[src/rtl/core/mepd_pkg.sv]
`timescale 1ns / 1ps
// ----------------------------------------------------------------------------
// mepd_pkg: shared types and constants
// Beat layouts, drive latch, frame decode info and register indexes for the
// multiturn encoder position drive.
// ----------------------------------------------------------------------------
package mepd_pkg;

    localparam int FRAME_W = 16;
    localparam int POS_W   = 10;
    localparam int TURNS_W = 16;
    localparam int GOAL_W  = 7;
    localparam int DUTY_W  = 7;
    localparam int THR_W   = 10;

    // Encoder frame fields
    localparam int POS_LSB    = 6;
    localparam int STATUS_LSB = 1;
    localparam int STATUS_W   = 5;
    localparam logic [STATUS_W-1:0] STATUS_OK_A = 5'd16;
    localparam logic [STATUS_W-1:0] STATUS_OK_B = 5'd17;
    localparam logic [STATUS_W-1:0] STATUS_OK_C = 5'd18;

    localparam logic [DUTY_W-1:0]  DUTY_MAX      = 7'd100;
    localparam logic [THR_W-1:0]   THR_RESET     = 10'd450;
    localparam logic [DUTY_W-1:0]  DUTY_RESET    = 7'd90;
    localparam logic [TURNS_W-1:0] TURNS_RESET   = 16'd1;
    localparam logic [GOAL_W-1:0]  GOAL_RESET    = 7'd1;

    // Configuration register indexes
    localparam int CFG_IDX_W = 1;
    localparam logic [CFG_IDX_W-1:0] REG_JUMP_THRESHOLD = 1'b0;
    localparam logic [CFG_IDX_W-1:0] REG_DRIVE_DUTY     = 1'b1;
    localparam int CFG_DATA_W = 10;

    // Input beat, lowest field last
    typedef struct packed {
        logic [6:0]         pad;
        logic               manual_mode;
        logic [GOAL_W-1:0]  target_turns;
        logic               load_target;
        logic [FRAME_W-1:0] raw_frame;
    } in_beat_t;

    // Result beat, lowest field last
    typedef struct packed {
        logic [1:0]         pad;
        logic               at_target;
        logic               brake_on;
        logic [DUTY_W-1:0]  motor_pwm;
        logic               motor_down;
        logic               motor_on;
        logic [TURNS_W-1:0] turns;
        logic [POS_W-1:0]   position;
        logic               frame_ok;
    } out_beat_t;

    localparam int IN_W  = $bits(in_beat_t);
    localparam int OUT_W = $bits(out_beat_t);

    // Latched drive outputs
    typedef struct packed {
        logic [DUTY_W-1:0] duty;
        logic              brake;
        logic              down;
        logic              on;
    } latch_t;

    // Frame decode result handed to the tracker
    typedef struct packed {
        logic             ok;
        logic             decide;
        logic             step_up;
        logic             step_dn;
        logic [POS_W-1:0] pos;
    } frame_info_t;

endpackage

[src/rtl/core/multiturn_encoder_position_drive.sv]
`timescale 1ns / 1ps
// ----------------------------------------------------------------------------
// multiturn_encoder_position_drive: multiturn encoder tracker with drive latch
// Decodes absolute encoder frames, counts turn wraps and latches a bang-bang
// motor drive toward a target turn count.
//
// Channel  Dir  Beat contents (lowest bit first)
// s_axis   in   raw_frame[15:0], load_target, target_turns[6:0], manual_mode
// m_axis   out  frame_ok, position[9:0], turns[15:0], motor_on, motor_down,
//               motor_pwm[6:0], brake_on, at_target
// cfg      in   cfg_index 0 jump_threshold, 1 drive_duty
//
// One beat per cycle while the output is not stalled; a result appears in the cycle after its input beat.
// All decode and drive work sits between the accepted beat and the result
// register, so state is updated at the accept edge.
// s_tready is low only while a result is held and m_tready is low.
// Reset loads the state reset values and clears the result valid flag; no clearing pass.
// ----------------------------------------------------------------------------
module multiturn_encoder_position_drive (
    input  logic                              clk,
    input  logic                              rst_n,
    input  logic                              s_tvalid,
    output logic                              s_tready,
    // raw_frame[15:0], load_target[16], target_turns[23:17], manual_mode[24]
    input  logic [mepd_pkg::IN_W-1:0]         s_tdata,
    output logic                              m_tvalid,
    input  logic                              m_tready,
    // frame_ok[0], position[10:1], turns[26:11], motor_on[27], motor_down[28],
    // motor_pwm[35:29], brake_on[36], at_target[37]
    output logic [mepd_pkg::OUT_W-1:0]        m_tdata,
    input  logic                              cfg_we,
    input  logic [mepd_pkg::CFG_IDX_W-1:0]    cfg_index,
    input  logic [mepd_pkg::CFG_DATA_W-1:0]   cfg_data
);

    mepd_pkg::in_beat_t             in_beat;
    mepd_pkg::frame_info_t          info;
    logic                           accept;

    logic [mepd_pkg::THR_W-1:0]     thr_reg;
    logic [mepd_pkg::DUTY_W-1:0]    duty_reg;
    logic [mepd_pkg::POS_W-1:0]     prev_pos_reg;
    logic                           prev_valid_reg;
    logic [mepd_pkg::TURNS_W-1:0]   turns_reg;
    logic [mepd_pkg::TURNS_W-1:0]   turns_next;
    logic [mepd_pkg::GOAL_W-1:0]    goal_reg;
    logic [mepd_pkg::GOAL_W-1:0]    goal_next;
    logic                           arrived_reg;
    logic                           arrived_next;
    mepd_pkg::latch_t               latch_reg;
    mepd_pkg::latch_t               latch_next;
    logic [mepd_pkg::POS_W-1:0]     pos_next;

    mepd_pkg::out_beat_t            out_reg;
    mepd_pkg::out_beat_t            out_next;
    logic                           out_valid_reg;

    assign in_beat  = mepd_pkg::in_beat_t'(s_tdata);
    assign s_tready = !out_valid_reg || m_tready;
    assign accept   = s_tvalid && s_tready;
    assign m_tvalid = out_valid_reg;
    assign m_tdata  = out_reg;

    mepd_frame_dec u_dec (
        .raw_frame      (in_beat.raw_frame),
        .prev_position  (prev_pos_reg),
        .prev_valid     (prev_valid_reg),
        .jump_threshold (thr_reg),
        .info           (info)
    );

    mepd_track u_track (
        .info            (info),
        .manual_mode     (in_beat.manual_mode),
        .load_target     (in_beat.load_target),
        .target_turns    (in_beat.target_turns),
        .drive_duty      (duty_reg),
        .turn_count      (turns_reg),
        .goal_turns      (goal_reg),
        .arrived         (arrived_reg),
        .latch           (latch_reg),
        .turn_count_next (turns_next),
        .goal_turns_next (goal_next),
        .arrived_next    (arrived_next),
        .latch_next      (latch_next)
    );

    // Configuration registers
    always_ff @(posedge clk or negedge rst_n)
    begin
        if (!rst_n)
        begin
            thr_reg  <= mepd_pkg::THR_RESET;
            duty_reg <= mepd_pkg::DUTY_RESET;
        end
        else if (cfg_we)
        begin
            case (cfg_index)
                mepd_pkg::REG_JUMP_THRESHOLD: thr_reg  <= cfg_data[mepd_pkg::THR_W-1:0];
                mepd_pkg::REG_DRIVE_DUTY:     duty_reg <= cfg_data[mepd_pkg::DUTY_W-1:0];
                default: ;
            endcase
        end
    end

    // Result beat assembly
    assign pos_next = info.ok ? info.pos : prev_pos_reg;

    always_comb
    begin
        out_next            = '0;
        out_next.frame_ok   = info.ok;
        out_next.position   = pos_next;
        out_next.turns      = turns_next;
        out_next.motor_on   = latch_next.on;
        out_next.motor_down = latch_next.down;
        out_next.motor_pwm  = latch_next.duty;
        out_next.brake_on   = latch_next.brake;
        out_next.at_target  = arrived_next;
    end

    // Tracker state, updated per accepted beat
    always_ff @(posedge clk or negedge rst_n)
    begin
        if (!rst_n)
        begin
            prev_pos_reg   <= '0;
            prev_valid_reg <= 1'b0;
            turns_reg      <= mepd_pkg::TURNS_RESET;
            goal_reg       <= mepd_pkg::GOAL_RESET;
            arrived_reg    <= 1'b0;
            latch_reg      <= '0;
        end
        else if (accept)
        begin
            prev_pos_reg   <= pos_next;
            prev_valid_reg <= prev_valid_reg || info.ok;
            turns_reg      <= turns_next;
            goal_reg       <= goal_next;
            arrived_reg    <= arrived_next;
            latch_reg      <= latch_next;
        end
    end

    // Result register
    always_ff @(posedge clk or negedge rst_n)
    begin
        if (!rst_n)
        begin
            out_valid_reg <= 1'b0;
        end
        else if (accept)
        begin
            out_valid_reg <= 1'b1;
        end
        else if (m_tready)
        begin
            out_valid_reg <= 1'b0;
        end
    end

    always_ff @(posedge clk)
    begin
        if (accept)
        begin
            out_reg <= out_next;
        end
    end

endmodule

[src/rtl/core/mepd_frame_dec.sv]
`timescale 1ns / 1ps
// ----------------------------------------------------------------------------
// mepd_frame_dec: encoder frame decode and jump test
// Checks the status field, extracts the position and compares it against the
// last position to detect a turn wrap in either direction.
// ----------------------------------------------------------------------------
module mepd_frame_dec (
    input  logic [mepd_pkg::FRAME_W-1:0] raw_frame,
    input  logic [mepd_pkg::POS_W-1:0]   prev_position,
    input  logic                         prev_valid,
    input  logic [mepd_pkg::THR_W-1:0]   jump_threshold,
    output mepd_pkg::frame_info_t        info
);

    logic [mepd_pkg::STATUS_W-1:0] status;
    logic [mepd_pkg::POS_W-1:0]    pos;
    logic [mepd_pkg::POS_W:0]      last_plus_thr;
    logic [mepd_pkg::POS_W:0]      pos_plus_thr;
    logic                          ok;

    // Status window and position field
    assign status = raw_frame[mepd_pkg::STATUS_LSB +: mepd_pkg::STATUS_W];
    assign pos    = raw_frame[mepd_pkg::POS_LSB +: mepd_pkg::POS_W];
    assign ok     = (status == mepd_pkg::STATUS_OK_A) ||
                    (status == mepd_pkg::STATUS_OK_B) ||
                    (status == mepd_pkg::STATUS_OK_C);

    // Jump compare without wrap, one extra bit for the sums
    assign last_plus_thr = {1'b0, prev_position} + {1'b0, jump_threshold};
    assign pos_plus_thr  = {1'b0, pos} + {1'b0, jump_threshold};

    always_comb
    begin
        info.ok      = ok;
        info.decide  = ok && prev_valid;
        info.pos     = pos;
        info.step_up = ok && prev_valid && ({1'b0, pos} > last_plus_thr);
        info.step_dn = ok && prev_valid && !({1'b0, pos} > last_plus_thr) &&
                       (pos_plus_thr < {1'b0, prev_position});
    end

endmodule

[src/rtl/core/mepd_track.sv]
`timescale 1ns / 1ps
// ----------------------------------------------------------------------------
// mepd_track: turn counter and bang-bang drive decision
// Steps the wrapping turn count, compares it with the goal and chooses
// up, down or stop with brake, tracking the arrival flag.
// ----------------------------------------------------------------------------
module mepd_track (
    input  mepd_pkg::frame_info_t         info,
    input  logic                          manual_mode,
    input  logic                          load_target,
    input  logic [mepd_pkg::GOAL_W-1:0]   target_turns,
    input  logic [mepd_pkg::DUTY_W-1:0]   drive_duty,
    input  logic [mepd_pkg::TURNS_W-1:0]  turn_count,
    input  logic [mepd_pkg::GOAL_W-1:0]   goal_turns,
    input  logic                          arrived,
    input  mepd_pkg::latch_t              latch,
    output logic [mepd_pkg::TURNS_W-1:0]  turn_count_next,
    output logic [mepd_pkg::GOAL_W-1:0]   goal_turns_next,
    output logic                          arrived_next,
    output mepd_pkg::latch_t              latch_next
);

    logic [mepd_pkg::DUTY_W-1:0]  duty_sat;
    logic [mepd_pkg::TURNS_W-1:0] goal_wide;
    logic                         arr_mid;

    // Duty clipped to full scale
    assign duty_sat  = (drive_duty > mepd_pkg::DUTY_MAX) ? mepd_pkg::DUTY_MAX : drive_duty;
    assign goal_wide = {{(mepd_pkg::TURNS_W - mepd_pkg::GOAL_W){1'b0}}, goal_turns_next};

    // Target load and turn step
    always_comb
    begin
        goal_turns_next = load_target ? target_turns : goal_turns;
        turn_count_next = turn_count;
        arr_mid         = load_target ? 1'b0 : arrived;
        if (info.step_up)
        begin
            turn_count_next = turn_count + 1'b1;
            arr_mid         = 1'b0;
        end
        else if (info.step_dn)
        begin
            turn_count_next = turn_count - 1'b1;
            arr_mid         = 1'b0;
        end
    end

    // Drive decision
    always_comb
    begin
        latch_next   = latch;
        arrived_next = arr_mid;
        if (info.decide && !arr_mid && !manual_mode)
        begin
            if (goal_wide > turn_count_next)
            begin
                latch_next = '{duty: duty_sat, brake: 1'b0, down: 1'b0, on: 1'b1};
            end
            else if (goal_wide < turn_count_next)
            begin
                latch_next = '{duty: duty_sat, brake: 1'b0, down: 1'b1, on: 1'b1};
            end
            else
            begin
                latch_next   = '{duty: '0, brake: 1'b1, down: 1'b0, on: 1'b0};
                arrived_next = 1'b1;
            end
        end
    end

endmodule

[config.mk]
export PLATFORM = sky130hd
export DESIGN_NAME = multiturn_encoder_position_drive
export DESIGN_NICKNAME = d
export VERILOG_FILES = /design/src/rtl/core/mepd_pkg.sv /design/src/rtl/core/multiturn_encoder_position_drive.sv /design/src/rtl/core/mepd_frame_dec.sv /design/src/rtl/core/mepd_track.sv
export SDC_FILE = /design/constraint.sdc
export NUM_CORES = 1
export LEC_CHECK = 0
export BUFFER_PORTS_ARGS = -buffer_cell sky130_fd_sc_hd__buf_2
export CORE_MARGIN = 3
export CORE_UTILIZATION = 50
export CTS_BUF_LIST = sky130_fd_sc_hd__clkbuf_8
export CTS_CLUSTER_SIZE = 24
export DETAILED_ROUTE_END_ITERATION = 10
export GPL_TIMING_DRIVEN = 0
export PLACE_DENSITY = 0.81
export SETUP_SLACK_MARGIN = 0.02
export SYNTH_ARGS = -nofsm -noshare
export SYNTH_HDL_FRONTEND = slang
export SYNTH_SLANG_ARGS = --single-unit
export TNS_END_PERCENT = 30
[constraint.sdc]
create_clock -name clk -period 5.95 [get_ports clk]
set_clock_uncertainty 0.2 [all_clocks]
set_input_delay 0.8925 -clock clk [delete_from_list [all_inputs] [get_ports clk]]
set_output_delay 0.8925 -clock clk [all_outputs]
set_load 0.02 [all_outputs]
; ---- Word level (Yosys, flattened, before mapping)
; Cells that the tools add are included.
[word_totals]
in_bits = 48
word_cells = 67
ff_bits = 101
out_inout_bits = 42
[op_classes]
bitwise_logic = 1
addsub = 4
muxes = 16
n_eq_ne = 3
n_reduce_logical = 18
order_cmp = 5
[ops]
columns = op, count
row1 = two-way mux 10 bit, 4
row2 = two-way mux 16 bit, 2
row3 = adder 10 x 10 -> 11 bit, 2
row4 = "adder 16 x 1 -> 16 bit, second input constant", 1
row5 = greater-than comparator 7 x 16 -> 1 bit, 1
row6 = less-than comparator 7 x 16 -> 1 bit, 1
row7 = "subtractor 16 x 1 -> 16 bit, second input constant", 1
row8 = "equality test 5 bit, second input constant", 3
row9 = two-way mux 7 bit, 2
row10 = greater-than comparator 10 x 11 -> 1 bit, 1
row11 = less-than comparator 11 x 10 -> 1 bit, 1
row12 = two-way mux 1 bit, 8
row13 = "greater-than comparator 7 bit, second input constant", 1
row14 = logical AND 1 bit, 7
row15 = logical NOT 1 bit, 4
row16 = logical OR 1 bit, 4
row17 = AND reduction 2 bit, 2
row18 = nonzero test 2 bit, 1
row19 = inverter 1 bit, 1

; ---- Longest topological paths before layout
[depth]
ltp_word = 12
ltp_mapped = 28
ltp_nobuf = 26

; ---- Modules after synthesis
; A second synthesis with hierarchy kept.
[hier_totals]
hier_cells = 533
hier_area_um2 = 6170.9
[by_module_without_submodules]
columns = module, area_per_inst_um2, n_inst, cells_each, seq_area_each_um2
row1 = multiturn_encoder_position_drive, 3701.0, 1, 189, 2730.1
row2 = mepd_frame_dec, 1405.1, 1, 186, 0.0
row3 = mepd_track, 1064.8, 1, 158, 0.0

; ---- Worst setup path before layout
; Ideal clock, no wire load.
[synth_timing]
path_kind = input -> register
from = input port s_tdata[7] (netlist name)
to = register out_reg (netlist bit m_tdata[29]) (data pin)
path_buffers = 2
path_stages = 28
slack_ps = -132
required_ps = 5496
arrival_time_ps = 5628
setup_time_ps = 254
path_cell_list = ha_1 a21o_1 a21oi_1 o21bai_1 a21oi_1 o21bai_1 a21oi_1 o21bai_1 a21oi_1 xnor2_1 ha_1 nor2_1 o21ai_0 or4_4 a21o_1 nor2_1 a22o_1 xor2_1 inv_1 ha_1 nand3_1 nor2_1 o22ai_1 or4_1 and4b_1 buf_6 buf_6 nor2_1
[synth_rtl]
columns = item, line
row1 = start: declaration, multiturn_encoder_position_drive.sv:25  ; input logic [mepd_pkg::IN_W-1:0] s_tdata,
row2 = end signal: assignment, multiturn_encoder_position_drive.sv:166  ; out_reg <= out_next;
row3 = end: declaration, multiturn_encoder_position_drive.sv:54  ; mepd_pkg::out_beat_t out_reg;

==> results.ini <==
[placement]
dpl_cell_area_sq_um=6840
io_buffer_count=78
gp_congestion=0.924
dpl.hpwl_um=10700

[drt]
dr.pass1.iters=5
ant_nets=0
via_count=5130
initialDrtViolationCount=451
wire_per_inst_um=17.9
routed_wl_um=15900
avgViaCountPerCell=5.80
drc=0

[logic_synthesis]
syn_avg_cell_area_sq_um=10.7
async_flop_share_pct=62.4
yosysSeqAreaShare_pct=44.1
synth_top_family_by_area=compound AO/OA/AOI/OAI gates
synth_compound_area_share_pct=13.2
synth_common_cells=dfrtp_1 (53), nand2_1 (52), ha_1 (48), edfxtp_1 (38), mux2_2 (38)
synth-edff-count=38
synth_flop_cell=dfrtp_1
ys_ff_latch=101
synth_fa_ha_area_share_pct=10.4
synth.area.top_cells=dfrtp_1 (21%), edfxtp_1 (18%), ha_1 (9.7%)
synth_mux_area_share_pct=9.83
yosysUniqueCellTypes=65
yosysMostFrequentCell=dfrtp_1
ys_warn_count=0
syn-instance-count=580
synthXorXnorAreaFrac_pct=5.95
syn_area_sq_um=6190
synthSimpleGateAreaFrac_pct=12.7
synth_area_leader_cell=dfrtp_1
yosysTopAreaCellShare_pct=21.4

[clocking]
cts_buffers=9
max-clock-path-buffers=2
cts_tree=done
cts_root_buf=clkbuf_8
clock_sinks=101
clk_pin_slew_ps=100
cts_hold_buf=0
htreeDepth=3
clock_latency_ps=410

[sta]
hold_viol_final=0
layout_setup_ws_ps=-314
fmax_mhz=160
drv_slew=0
max_slew_margin_pct=45.8
finalSetupViolations=22
period_needed_ps=6260
rsz0062_at_grt=true
setup_tns_ps=-4880
period_share_pct=105
worst_pin_slew_ps=813

[cells_and_area]
fill_cells=910
area_growth_pct=24.0
fin_nets=809
stdcell_area_sq_um=7670
diodes=0
largest_reg_flops=38
drive_above_1_share_pct=35.6

[global_route]
grt_first_pass_wirelength_um=24100
antenna_found_initial=0
grtUsageTotal_pct=22.9
grt_max_degree=64
grt_pass1_vias=4920
grt-ovfl-total=0

[floorplan]
die_w_um=117
initial_core_util_pct=51.3
core_area_sq_um=12100
num_rows=40
ios=90
die_area_sq_um=13700
die_h_um=117

[critical_path]
crit_start=thr_reg[0]$_DFFE_PN0P_
path_max_fanout=6
crit_type=reg -> reg
worstSetupStartpointType=flop
arrival_ps=6230
cp.required_ps=5920
worst_setup_path_end_kind=flop
r2r_start=thr_reg[0]$_DFFE_PN0P_

[pwr]
power.density_nw_per_um2=378
peakVddDrop_v=0.000161
power_leakage_nw=3.36

[job]
drv_cap=0

[min_path]
hold_class=reg -> reg
min_from=prev_valid_reg$_DFFE_PN0P_

[outcome]
violations=negative setup slack
status=finished with violations

## path summary, 6_finish.rpt
check	cells after the start	slack (ps)	endpoint
setup reg to reg	26	-310	m_tdata[29]$_DFFE_PP_
min in group asynchronous	1	350	prev_pos_reg[8]$_DFFE_PN0P_
max in group asynchronous	1	4640	latch_reg[6]$_DFFE_PN0P_
setup / recovery	26	-310	m_tdata[29]$_DFFE_PP_
hold reg to reg	2	270	prev_valid_reg$_DFFE_PN0P_
hold / removal	2	270	prev_valid_reg$_DFFE_PN0P_
## final cells by class
class | count | area [sq um] | area share [%]
multi-input cells | 424 | 3580 | 46.6
inverters | 36 | 135 | 1.76
plain buffers | 20 | 103 | 1.34
well taps | 168 | 210 | 2.74
clock inverters | 7 | 55.1 | 0.718
repair buffers | 119 | 738 | 9.62
flip-flops and latches | 101 | 2730 | 35.6
clock buffers | 9 | 124 | 1.61
## metrics by stage
| step | utilization, % | std cells | power [W] | hold WS [ps] | setup WS [ps] |
|---|---|---|---|---|---|
| floorplan | - | 581 | 0.00177 | 217 | 20.8 |
| global placement | 56.5 | 827 | 0.00200 | 236 | -1100 |
| detailed placement | 56.7 | 828 | 0.00205 | 249 | -1160 |
| CTS | 61.9 | 872 | 0.00276 | 274 | -214 |
| global route | 63.6 | 884 | 0.00306 | 307 | -478 |
| finish | 63.6 | 884 | 0.00290 | 268 | -314 |
## kinds of logic (layout without fill, tap and decap cells)
family,after synthesis,count (layout)
DFF,101,101
other,1,2
AOI/OAI and AO/OA,114,114
and+or+nand+nor,160,160
buffers and inverters,56,191
xor gates and xnor gates,42,42
adders and majority gates,50,50
muxes,56,56
## layer usage
layer | track usage [%] | vias up | wire length [um]
li1 | - | 2358 | -
met1 | 28.9 | 2486 | 6540
met2 | 37.3 | 230 | 7580
met3 | 3.96 | 56 | 999
met4 | 12.8 | 0 | 732
met5 | 0 | - | 0
## power breakdown
part | total, W | switching [W] | internal [W]
Sequential | 0.000963 | 0.0000887 | 0.000875
Clock | 0.000429 | 0.000271 | 0.000158
Combinational | 0.00151 | 0.000813 | 0.000697
## cells in the final DEF, fill, tap and decap left out, types with 10 or more instances in the layout
cell type,instances
buf_2,78
dfrtp_1,53
nand2_1,51
ha_1,42
buf_4,40
mux2_2,38
edfxtp_1,38
inv_1,34
nor2_1,34
xnor2_1,26
o21ai_0,21
mux2i_1,17
a21oi_1,15
clkbuf_1,13
xor2_1,12
a21oi_2,12
dfstp_2,10
## timing repair
action,CTS,global route
buffers inserted,28,11
setup endpoints to repair,22,22
gates cloned,0,1
endpoints found under the hold margin,0,0
gates resized for setup,39,22
pin swaps,25,26
## critical path, stage by stage, from the launching register on
cell and delay [ps]:
dfrtp_1 450, ha_4 190, fa_2 380, a211o_1 280
a211o_1 300, nor2b_4 140, a211oi_2 240, xor2_1 210
ha_2 320, a211oi_2 180, o211ai_1 150, o221a_2 310
o211ai_1 300, nor2_2 90, buf_6 140, a22o_4 260
xor2_2 160, inv_2 70, ha_4 280, nand3_4 90
nor2_4 120, o22ai_2 90, or4_4 450, and4b_1 280
buf_6 140, clkbuf_16 140, nor2_1 40
(Power assumes the default switching activity.)
